[src/design/btu16_pkg.sv]
// ============================================================================
// btu16_pkg
// Shared types and constants for the mark-aware text to UTF-16 decoder.
// ============================================================================
package btu16_pkg;

    // Text mode codes
    localparam logic [1:0] MODE_DETECT = 2'd0;
    localparam logic [1:0] MODE_UTF8   = 2'd1;
    localparam logic [1:0] MODE_LE     = 2'd2;
    localparam logic [1:0] MODE_BE     = 2'd3;

    // Byte order mark bytes
    localparam logic [7:0] BOM_EF = 8'hEF;
    localparam logic [7:0] BOM_BB = 8'hBB;
    localparam logic [7:0] BOM_BF = 8'hBF;
    localparam logic [7:0] BOM_FF = 8'hFF;
    localparam logic [7:0] BOM_FE = 8'hFE;

    // Carriage return code unit, removed from the output
    localparam logic [15:0] CR_UNIT = 16'h000D;

    // Decoder state carried from byte to byte
    typedef struct packed {
        logic [1:0]  text_mode;
        logic [1:0]  byte_position;
        logic [7:0]  held_first_byte;
        logic        mark_prefix_match;
        logic [15:0] unit_accumulator;
        logic [1:0]  bytes_still_needed;
        logic        unit_pending;
        logic [7:0]  pair_low_byte;
        logic        pair_half_held;
    } t_dec_state;

    // Result of one byte
    typedef struct packed {
        logic        emit;
        logic [15:0] code_unit;
        logic        unit_valid;
        logic        text_end;
    } t_dec_result;

endpackage

[src/design/btu16_decode.sv]
// ============================================================================
// btu16_decode
// Next-state and result logic for one text byte: mark detection, lenient
// UTF-8 gathering, UTF-16 pairing and carriage return removal.
// ============================================================================
module btu16_decode (
    input  btu16_pkg::t_dec_state  i_state,
    input  logic [7:0]             i_text_byte,
    input  logic                   i_final_byte,
    output btu16_pkg::t_dec_state  o_state,
    output btu16_pkg::t_dec_result o_result
);

    // UTF-8 step on the current byte, from the current gathering state
    logic        u8_have;
    logic [15:0] u8_unit;
    logic [15:0] u8_acc;
    logic [1:0]  u8_need;
    logic        u8_pending;

    always_comb begin
        logic [15:0] bits;
        logic [1:0]  need_dec;
        bits       = {10'd0, i_text_byte[5:0]};
        need_dec   = 2'd0;
        u8_have    = 1'b0;
        u8_unit    = 16'd0;
        u8_acc     = i_state.unit_accumulator;
        u8_need    = i_state.bytes_still_needed;
        u8_pending = i_state.unit_pending;
        if (i_state.unit_pending) begin
            if (i_state.bytes_still_needed >= 2'd2) begin
                bits = {4'd0, i_text_byte[5:0], 6'd0};
            end
            need_dec = (i_state.bytes_still_needed != 2'd0) ?
                       i_state.bytes_still_needed - 2'd1 : 2'd0;
            u8_need  = need_dec;
            if (need_dec == 2'd0) begin
                u8_pending = 1'b0;
                u8_unit    = i_state.unit_accumulator | bits;
                u8_acc     = 16'd0;
                u8_have    = 1'b1;
            end else begin
                u8_acc = i_state.unit_accumulator | bits;
            end
        end else if (!i_text_byte[7]) begin
            u8_unit = {8'd0, i_text_byte};
            u8_have = 1'b1;
        end else if (i_text_byte[7:5] == 3'b111) begin
            // three-byte or longer lead keeps its low 4 bits
            u8_acc     = {i_text_byte[3:0], 12'd0};
            u8_need    = 2'd2;
            u8_pending = 1'b1;
        end else begin
            // two-byte lead, or a stray continuation byte, keeps its low 6 bits
            u8_acc     = {4'd0, i_text_byte[5:0], 6'd0};
            u8_need    = 2'd1;
            u8_pending = 1'b1;
        end
    end

    // Mode handling, final byte and carriage return filter
    always_comb begin
        btu16_pkg::t_dec_state n_st;
        logic        have;
        logic        use_u8;
        logic        drop;
        logic [15:0] unit;
        n_st   = i_state;
        have   = 1'b0;
        use_u8 = 1'b0;
        drop   = 1'b0;
        unit   = 16'd0;

        unique case (i_state.text_mode)
            btu16_pkg::MODE_DETECT: begin
                if (i_state.byte_position == 2'd0) begin
                    use_u8 = 1'b1;
                    if (i_text_byte == btu16_pkg::BOM_EF ||
                        i_text_byte == btu16_pkg::BOM_FF ||
                        i_text_byte == btu16_pkg::BOM_FE) begin
                        n_st.held_first_byte = i_text_byte;
                        n_st.byte_position   = 2'd1;
                    end else begin
                        n_st.text_mode = btu16_pkg::MODE_UTF8;
                    end
                end else if (i_state.byte_position == 2'd1) begin
                    if (i_state.held_first_byte == btu16_pkg::BOM_FF &&
                        i_text_byte == btu16_pkg::BOM_FE) begin
                        n_st.text_mode = btu16_pkg::MODE_LE;
                        drop           = 1'b1;
                    end else if (i_state.held_first_byte == btu16_pkg::BOM_FE &&
                                 i_text_byte == btu16_pkg::BOM_FF) begin
                        n_st.text_mode = btu16_pkg::MODE_BE;
                        drop           = 1'b1;
                    end else if (i_state.held_first_byte == btu16_pkg::BOM_EF &&
                                 i_text_byte == btu16_pkg::BOM_BB) begin
                        n_st.mark_prefix_match = 1'b1;
                        n_st.byte_position     = 2'd2;
                        use_u8                 = 1'b1;
                    end else begin
                        n_st.text_mode = btu16_pkg::MODE_UTF8;
                        use_u8         = 1'b1;
                    end
                end else begin
                    n_st.text_mode = btu16_pkg::MODE_UTF8;
                    if (i_state.mark_prefix_match && i_text_byte == btu16_pkg::BOM_BF) begin
                        drop = 1'b1;
                    end else begin
                        use_u8 = 1'b1;
                    end
                end
            end
            btu16_pkg::MODE_UTF8: begin
                use_u8 = 1'b1;
            end
            btu16_pkg::MODE_LE, btu16_pkg::MODE_BE: begin
                if (i_state.pair_half_held) begin
                    unit = (i_state.text_mode == btu16_pkg::MODE_LE) ?
                           {i_text_byte, i_state.pair_low_byte} :
                           {i_state.pair_low_byte, i_text_byte};
                    n_st.pair_half_held = 1'b0;
                    n_st.pair_low_byte  = 8'd0;
                    have                = 1'b1;
                end else begin
                    n_st.pair_low_byte  = i_text_byte;
                    n_st.pair_half_held = 1'b1;
                end
            end
        endcase

        // UTF-8 gathering state and mark drop
        if (use_u8) begin
            n_st.unit_accumulator   = u8_acc;
            n_st.bytes_still_needed = u8_need;
            n_st.unit_pending       = u8_pending;
            have                    = u8_have;
            unit                    = u8_unit;
        end else if (drop) begin
            n_st.unit_accumulator   = 16'd0;
            n_st.bytes_still_needed = 2'd0;
            n_st.unit_pending       = 1'b0;
        end

        // last byte flushes a partly gathered unit
        if (i_final_byte && !have && n_st.unit_pending) begin
            unit = n_st.unit_accumulator;
            have = 1'b1;
        end
        if (have && unit == btu16_pkg::CR_UNIT) begin
            have = 1'b0;
        end

        // new text starts after the last byte
        if (i_final_byte) begin
            n_st = '0;
        end

        o_state             = n_st;
        o_result.emit       = i_final_byte | have;
        o_result.code_unit  = have ? unit : 16'd0;
        o_result.unit_valid = have;
        o_result.text_end   = i_final_byte;
    end

endmodule

[src/design/bom_text_to_utf16_decoder.sv]
// ============================================================================
// bom_text_to_utf16_decoder
// Byte order mark aware text decoder producing 16-bit code units.
// ============================================================================
// One byte enters per cycle while the result side keeps up, and at most one
// code unit leaves per byte; each byte passes the input register, then the
// result register. The decode state update is one shallow pass of logic
// between those registers, so throughput is one byte per clock whenever the
// result side takes its transactions. The input register lets one more byte
// be taken while a result waits. Bytes that yield no unit (mark bytes, UTF-8
// lead bytes, the first half of a UTF-16 pair, carriage returns) produce no
// output transaction, except the last byte of a text, which always produces
// one with o_text_end set. Mark detection restarts after every last byte.
// ============================================================================
module bom_text_to_utf16_decoder (
    input  logic        i_clk,
    input  logic        i_rst_n,
    input  logic        i_in_valid,
    output logic        o_in_ready,
    input  logic [7:0]  i_text_byte,
    input  logic        i_final_byte,
    output logic        o_out_valid,
    input  logic        i_out_ready,
    output logic [15:0] o_code_unit,
    output logic        o_unit_valid,
    output logic        o_text_end
);

    logic                   r_in_valid;
    logic [7:0]             r_in_byte;
    logic                   r_in_final;
    logic                   r_out_valid;
    btu16_pkg::t_dec_result r_out;
    btu16_pkg::t_dec_state  r_state;
    btu16_pkg::t_dec_state  n_state;
    btu16_pkg::t_dec_result n_result;
    logic                   adv;

    // byte moves from the input register into the result register
    assign adv        = r_in_valid && (!r_out_valid || i_out_ready);
    assign o_in_ready = !r_in_valid || adv;

    // input register
    always_ff @(posedge i_clk) begin
        if (!i_rst_n) begin
            r_in_valid <= 1'b0;
        end else if (o_in_ready) begin
            r_in_valid <= i_in_valid;
        end
    end

    always_ff @(posedge i_clk) begin
        if (o_in_ready && i_in_valid) begin
            r_in_byte  <= i_text_byte;
            r_in_final <= i_final_byte;
        end
    end

    btu16_decode u_decode (
        .i_state      (r_state),
        .i_text_byte  (r_in_byte),
        .i_final_byte (r_in_final),
        .o_state      (n_state),
        .o_result     (n_result)
    );

    // decode state
    always_ff @(posedge i_clk) begin
        if (!i_rst_n) begin
            r_state <= '0;
        end else if (adv) begin
            r_state <= n_state;
        end
    end

    // result register
    always_ff @(posedge i_clk) begin
        if (!i_rst_n) begin
            r_out_valid <= 1'b0;
        end else if (adv) begin
            r_out_valid <= n_result.emit;
        end else if (i_out_ready) begin
            r_out_valid <= 1'b0;
        end
    end

    always_ff @(posedge i_clk) begin
        if (adv) begin
            r_out <= n_result;
        end
    end

    assign o_out_valid  = r_out_valid;
    assign o_code_unit  = r_out.code_unit;
    assign o_unit_valid = r_out.unit_valid;
    assign o_text_end   = r_out.text_end;

    // a result without the end mark always carries a unit
    assert property (@(posedge i_clk) disable iff (!i_rst_n)
        (r_out_valid && !r_out.text_end) |-> r_out.unit_valid)
        else $error("result without unit and without end mark");

    // carriage returns never leave the block
    assert property (@(posedge i_clk) disable iff (!i_rst_n)
        (r_out_valid && r_out.unit_valid) |-> (r_out.code_unit != btu16_pkg::CR_UNIT))
        else $error("carriage return emitted");

    // an empty result carries a zero code unit
    assert property (@(posedge i_clk) disable iff (!i_rst_n)
        (r_out_valid && !r_out.unit_valid) |-> (r_out.code_unit == 16'd0))
        else $error("nonzero code unit on empty result");

    // the last byte returns the decoder to mark detection
    assert property (@(posedge i_clk) disable iff (!i_rst_n)
        (adv && r_in_final) |=>
        (r_state.text_mode == btu16_pkg::MODE_DETECT && !r_state.unit_pending &&
         !r_state.pair_half_held && r_state.byte_position == 2'd0))
        else $error("state not cleared after last byte");

endmodule
[config.mk]
export PLATFORM = sky130hd
export DESIGN_NAME = bom_text_to_utf16_decoder
export DESIGN_NICKNAME = d
export VERILOG_FILES = /design/src/design/btu16_pkg.sv /design/src/design/btu16_decode.sv /design/src/design/bom_text_to_utf16_decoder.sv
export SDC_FILE = /design/constraint.sdc
export NUM_CORES = 1
export LEC_CHECK = 0
export ABC_AREA = 1
export BUFFER_PORTS_ARGS = -buffer_cell sky130_fd_sc_hd__buf_2
export CAP_MARGIN = 25
export CORE_ASPECT_RATIO = 1.25
export CORE_MARGIN = 2
export CORE_UTILIZATION = 60
export DETAILED_ROUTE_END_ITERATION = 8
export MAX_ROUTING_LAYER = met4
export PLACE_DENSITY = 0.9
export SYNTH_ARGS = -nofsm -noshare
export SYNTH_HDL_FRONTEND = slang
export SYNTH_SLANG_ARGS = --single-unit
[constraint.sdc]
create_clock -name i_clk -period 3.3 [get_ports i_clk]
set_clock_uncertainty 0.2 [all_clocks]
set_input_delay 0.66 -clock i_clk [delete_from_list [all_inputs] [get_ports i_clk]]
set_output_delay 0.66 -clock i_clk [all_outputs]
set_load 0.02 [all_outputs]
==> results of run 1 <==
[through the flow]
step / setup WS (ns) / instances / hold WS (ns) / util
2_1_floorplan: 0.8652 / 516 / 0.2206 / -
3_3_place_gp: 0.5195 / 626 / 0.2489 / 0.6571
3_5_place_dp: 0.4732 / 626 / 0.2554 / 0.6571
4_1_cts: 0.4672 / 642 / 0.2673 / 0.6969
5_1_grt: 0.1929 / 642 / 0.2647 / 0.6969
6_report: 0.4135 / 642 / 0.2671 / 0.6969
[routing by layer]
metal  GRT usage  wire length [um]
met5           -                 0
met4      0.1533               401
met3     0.06311               722
met2      0.5058              4800
met1      0.3807              3974
[cells in the final DEF, fill, tap and decap left out, types with 2 or more instances in the layout]
master,Yosys,layout
nand2_1,139,139
dfxtp_1,43,43
buf_2,4,32
inv_2,2,2
o221ai_1,10,10
nand3_4,2,2
a21oi_1,47,47
inv_1,65,65
clkbuf_8,0,9
edfxtp_1,27,27
nand3_1,10,10
nand2_2,25,25
o21ai_0,46,46
a211oi_1,3,3
inv_6,0,2
clkinv_1,2,2
nor2_2,2,2
nand4_1,7,7
o22ai_1,6,6
nor3b_1,2,2
nor3_1,8,8
bufinv_16,0,3
buf_4,1,13
nor2_1,40,40
[registers in the layout, summed over array words and instances, names as in the netlist]
signal	cells
r_in_valid	1
o_unit_valid	1
r_in_final	1
r_state	41
o_out_valid	1
r_in_byte	8
o_text_end	1
o_code_unit	16
[worst reg2reg max path, stage by stage (launching register included)]
cell and delay [ns]:
edfxtp_1 0.52, nand2_2 0.15, inv_2 0.05, nand2_2 0.06, nor2_1 0.05, nand2_1 0.09
nand2_1 0.08, nand2_1 0.08, nand2_2 0.07, a21oi_1 0.39, buf_4 0.25, nand2_1 0.06
nand2_1 0.07, nand2_1 0.05, nand2_1 0.10, nor2_1 0.05, nand2_1 0.07, nor2_1 0.06
nand2_1 0.07, nand2_2 0.08, nor2_1 0.13
[layout make-up]
cell class / count / area, sq um
multi-input cells: 357 / 1730
clock inverters: 7 / 120.1
clock buffers: 9 / 123.9
inverters: 69 / 259.0
repair buffers: 45 / 257.7
flip-flops and latches: 70 / 1672
fillers: 507 / 1857
well taps: 85 / 106.4
[cell families after synthesis]
group / Yosys count
buffers and inverters: 89
DFF: 70
AOI/OAI and AO/OA: 119
and+or+nand+nor: 238
[power breakdown]
part           switching [mW]  internal (mW)
sequential             0.0270          0.930
combinational           0.178         0.0763
clock                   0.352          0.505
[path summary, 6_finish.rpt]
check | start | to | slack, ns | cells past startpoint
max reg2reg | r_in_byte[7] | o_code_unit[0] | 0.41 | 20
min reg2reg | r_state[35] | r_state[35] | 0.27 | 2
min | i_text_byte[4] | r_in_byte[4] | 0.27 | 1
max | r_in_byte[7] | o_code_unit[0] | 0.41 | 20
==> impl_results.md, run 1 <==
- Status: complete, no violations
- Worst-margin pin slew: 0.7957 ns
- Fraction of the mapped netlist area in simple logic gates: 0.2837
- Setup CP Type: register to register
- Synth Area in Adders: 0
- Setup_tns: 0 ns
- P per Cell Area: between 400 and 500 mW/mm^2
- Die width: 74.83 um
- Ports: 33
- Die area: ~0.0069 sq mm
- Cell family with most CP delay: simple AND/OR/NAND/NOR gates
- Leakage power: about 1.8 nW
- Die Y: around 93 um
- Via/cell ratio: approximately 5.6
- Asr flop ratio synth: 0
- Clock Sinks: 70
- Synth Area in Compound Gates: 0.1763
- ANT nets after route: 0
- Setup bufs post-CTS: 0
- Num CTS Buffers: 9
- Clk buf depth: 2
- Reg clk slew, reported paths: 0.08 ns
- DRT Wirelength: approximately 10000 um
- Max Slew Vio Count: 0
- Cts repair resizes: 0
- Register area share after synthesis: 0.4443
- Min Tclk post-route: between 2 and 3 ns
- Critical path startpoint category: register
- WL per Instance: ~15 um
- Residual DRC: 0
- Clk_lat worst skew: 0.37 ns
- Power Total: between 2 and 2.5 mW
- Iteration-0 DRC Markers: 330
- Final Cycle Share: 0.8747
- Ant. Diodes: 0
- Post-route cell area: 0.004269 sq mm
- Core Box Area: ~0.0061 sq mm
- Synth area leaders: dfxtp_1, edfxtp_1, nand2_1
- Mux share of post-synthesis cell area: 0
- Max incr delay on CP: approximately 0.52 ns
- CTS Hold Bufs: 0
- Primary FF master, synth: dfxtp_1
- RSZ-0062 raised after global routing: false
- Max stage delay cell, worst path: edfxtp_1
- Via count: 3601
- Largest area contributor in the netlist: dfxtp_1
- Area delta synth->final: 13.47%
- Grt total ovfl: 0
- XOR/XNOR share of the synthesized area: 0
- Largest family of logic cells by synthesized area: simple AND/OR/NAND/NOR gates
- First-pass GRT wire length: between 15000 and 20000 um
- Effective utilization at floorplan: 0.6142
- Post-synth EDFFs: 27
- Max Cap Viol: 0
- Syn avg cell area: roughly 7.3 sq um
- Unique masters post-synth: 35
- WP data required: approximately 3.3 ns
- Port buffer count: 32
- Relative slew margins: 0.4690
- Synth Warn #: 0
- Post-Syn Nets: roughly 530
- Post-Syn Instances: 516
- Yosys reg bits: 70
- Vias in the first global route: around 3.4k
- GRT Total Usage: 0.3185
- Peak supply drop: approximately 370 uV
- Hold WC Path Type: input port to register
- Post-DP HPWL: around 7200 um
- Row cnt: 32
- Initial antenna violation count: 0
- Crit path cell chain: nand2_2 > inv_2 > nand2_2 > nor2_1 > nand2_1 > nand2_1 > nand2_1 > nand2_2 > a21oi_1 > buf_4 > nand2_1 > nand2_1 > nand2_1 > nand2_1 > nor2_1 > nand2_1 > nor2_1 > nand2_1 > nand2_2 > nor2_1
- CP max FO: 6
- Share of cells above drive strength 1: 0.1724
- Most common cell in the netlist: nand2_1
- Crit path buf inv count: 2
- Max frequency: between 300 and 400 MHz
- Clock tree from TritonCTS: done
- Critical Path AT: 2.90 ns
- Placed instance area: 0.004025 sq mm
- H-tree depth: 3
- Share of the synthesized area in the top cell type: 0.2288
- CP most frequent cell: nand2_1
- Setup crit end kind: register
- Gpl congestion: ~1
- Root Driver: clkbuf_8
- Final Hold Fails: 0
- First drt pass iteration count: 8
- NumNets Final: roughly 570
- Post-synth top cells: nand2_1, inv_1, a21oi_1, o21ai_0, dfxtp_1
- Number of setup violations in the final report: 0
- Mapped cell area: between 0.003 and 0.004 sq mm
- Largest net degree at the start of global routing: 42
(Power assumes the default switching activity.)
==> inputs of run 2 (changes only) <==
- BUFFER_PORTS_ARGS: -buffer_cell sky130_fd_sc_hd__buf_2 -> -buffer_cell sky130_fd_sc_hd__clkbuf_2
==> impl_results.md, run 2 (same netlist as run 1, synthesis figures left out) <==
- Clk buf depth: 2 (unchanged)
- DRT Wirelength: 9745 um (-1.5%)
- Setup bufs post-CTS: 0 (unchanged)
- Critical Path AT: 2.70 ns (-0.20 ns)
- Number of setup violations in the final report: 0 (unchanged)
- Initial antenna violation count: 0 (unchanged)
- Final Cycle Share: 0.8468 (-0.02787)
- Sw Ratio: 0.2987 (+0.02972)
- Vias in the first global route: 3438 (+2.2%)
- Clk_lat worst skew: 0.36 ns (about the same)
- Die Y: 92.54 um (unchanged)
- Max frequency: 357.8 MHz (+3.3%)
- Worst hold path startpoint: r_state[35]
- Largest net degree at the start of global routing: 42 (unchanged)
- Hold WC Path Type: register to register
- Core Box Area: 0.006126 sq mm (unchanged)
- ANT nets after route: 0 (unchanged)
- WL per Instance: 15.18 um (-1.5%)
- R2r setup slk: 0.51 ns (+0.09 ns)
- First-pass GRT wire length: 16030 um (-0.17%)
- WP data required: 3.21 ns (-0.10 ns)
- Cts repair resizes: 0 (unchanged)
- Setup CP Type: register to register
- Port buffer count: 32 (unchanged)
- Relative slew margins: 0.4751 (+0.006174)
- Max reg flops: 41 (unchanged)
- Root Driver: clkbuf_8
- Effective utilization at floorplan: 0.6142 (unchanged)
- Ports: 33 (unchanged)
- H-tree depth: 3 (unchanged)
- Die area: 0.006924 sq mm (unchanged)
- Max Cap Viol: 0 (unchanged)
- Power Total: 1.824 mW (-12%)
- RSZ-0062 raised after global routing: false
- Row cnt: 32 (unchanged)
- Share of cells above drive strength 1: 0.1706 (-0.001795)
- Post-DP HPWL: 7278 um (+1.1%)
- WHS Endpoint: r_state[35]
- Clock share of power: 0.336 (-0.078)
- CP max FO: 16 (+10)
- Leakage power: 1.743 nW (-1.8%)
- Comb pwr share: 0.137 (+0.014)
- Die width: 74.83 um (unchanged)
- Seq pwr share: 0.527 (+0.064)
- Via count: 3555 (-1.3%)
- Area delta synth->final: 11.61%
- Via/cell ratio: 5.537 (-1.3%)
- Fill count: 549 (+8.3%)
- Ant. Diodes: 0 (unchanged)
- Reg clk slew, reported paths: 0.08 ns (about the same)
- Max Slew Vio Count: 0 (unchanged)
- First drt pass iteration count: 5 (-3)
- R2R depth: 18 (-10%)
- P per Cell Area: 434.4 mW/mm^2 (-10%)
- Setup_tns: 0 ns (unchanged)
- Min Tclk post-route: 2.795 ns (-0.09198 ns)
- CTS Hold Bufs: 0 (unchanged)
- Residual DRC: 0 (unchanged)
- Net Sw Power: 0.5449 mW (-2.1%)
- Internal power: 1.279 mW (-15%)
- Peak supply drop: 444.8 uV (+21%)
- Iteration-0 DRC Markers: 275 (-17%)
- Worst-margin pin slew: 0.7864 ns (-0.009251 ns)
- Most common cell after layout, fill and taps aside: nand2_1
- Critical path startpoint category: register
- Fin cells: 642 (unchanged)
- Placed Cells: 626 (unchanged)
- Worst r2r src: r_in_byte[3]
- R2r endpoint: o_code_unit[0]
- Fin util: 0.6855 (-0.01144)
- Gpl congestion: 1.078 (+6.0%)
- Status: complete, no violations
- GRT Total Usage: 0.3128 (-0.005673)
- Most flop-heavy register: r_state
- Clock tree from TritonCTS: done
- Clock Sinks: 70 (unchanged)
- Most frequent cells in the layout: nand2_1, inv_1, a21oi_1
- NumNets Final: 565 (unchanged)
- Num CTS Buffers: 9 (unchanged)
- Final Hold Fails: 0 (unchanged)
- Setup crit end kind: register
- Number of cells on the worst hold path: 2 (+1)
- Grt total ovfl: 0 (unchanged)
run 2: changes by cell type in the layout (fill, tap and decap cells not counted), sizes merged:
cell      delta
clkbuf      +32
clkinv       +3
bufinv       -3
inv          -1
clkinvlp     +1
buf         -32
run 2: cell type report:
type                       count  area (sq um)  area share
clock buffer                   9         123.9     0.02950
clock inverter                 7         50.05     0.01192
inverter                      69         259.0     0.06168
multi-input combinational    357          1730      0.4121
sequential                    70          1672      0.3981
tap                           85         106.4     0.02533
timing repair buffer          45         257.7     0.06138
run 2: worst max-delay path by stage:
stage	from	endpoint	slack, ns	cells after the start
3_5_place_dp	r_in_byte[3]	o_code_unit[0]	0.54	18
3_3_place_gp	r_in_byte[1]	o_code_unit[0]	0.57	18
2_1_floorplan	r_in_byte[0]	o_code_unit[0]	0.87	19
6_report	r_in_byte[3]	o_code_unit[0]	0.51	18
5_1_grt	r_in_byte[0]	o_out_valid	0.18	20
4_1_cts	r_in_byte[0]	o_code_unit[0]	0.53	18
run 2: worst max-delay path, stage by stage, from the launching register on:
cell	delay [ns]
edfxtp_1	0.56
nand2_1	0.13
inv_1	0.05
nand2_2	0.07
nor2_2	0.03
nand2_1	0.05
nand2_1	0.06
nand2_1	0.07
nand2_2	0.06
nand3_1	0.19
nand3_4	0.14
nor2_8	0.31
a21oi_1	0.14
nor2_1	0.10
nand2_1	0.05
nor2_1	0.09
nand2_1	0.07
nand2_2	0.10
nor2_1	0.05
run 2: through the flow:
| step | area (sq um) | hold slack [ns] | worst slack [ns] |
|---|---|---|---|
| 6_report | 4199 | 0.2663 | 0.5055 |
| 5_1_grt | 4199 | 0.2658 | 0.1767 |
| 4_1_cts | 4199 | 0.2659 | 0.5261 |
| 3_5_place_dp | 4025 | 0.2538 | 0.5358 |
| 3_3_place_gp | 4025 | 0.2499 | 0.5657 |
| 2_1_floorplan | 3762 | 0.2206 | 0.8652 |
run 2: power groups by stage:
stage	clock, mW	combinational, mW	sequential (mW)
4_1_cts	0.618	0.248	0.960
5_1_grt	0.654	0.276	0.965
6_report	0.612	0.250	0.961
3_3_place_gp	0	0.244	0.979
2_1_floorplan	0	0.170	0.981
3_5_place_dp	0	0.247	0.980
run 2: routing by layer:
| layer | vias up | track usage | part of all wire |
|---|---|---|---|
| met5 | - | - | 0 |
| met4 | 0 | 0.1682 | 0.047 |
| met3 | 42 | 0.07508 | 0.073 |
| met2 | 153 | 0.5029 | 0.49 |
| met1 | 1602 | 0.3514 | 0.39 |
| li1 | 1758 | - | - |
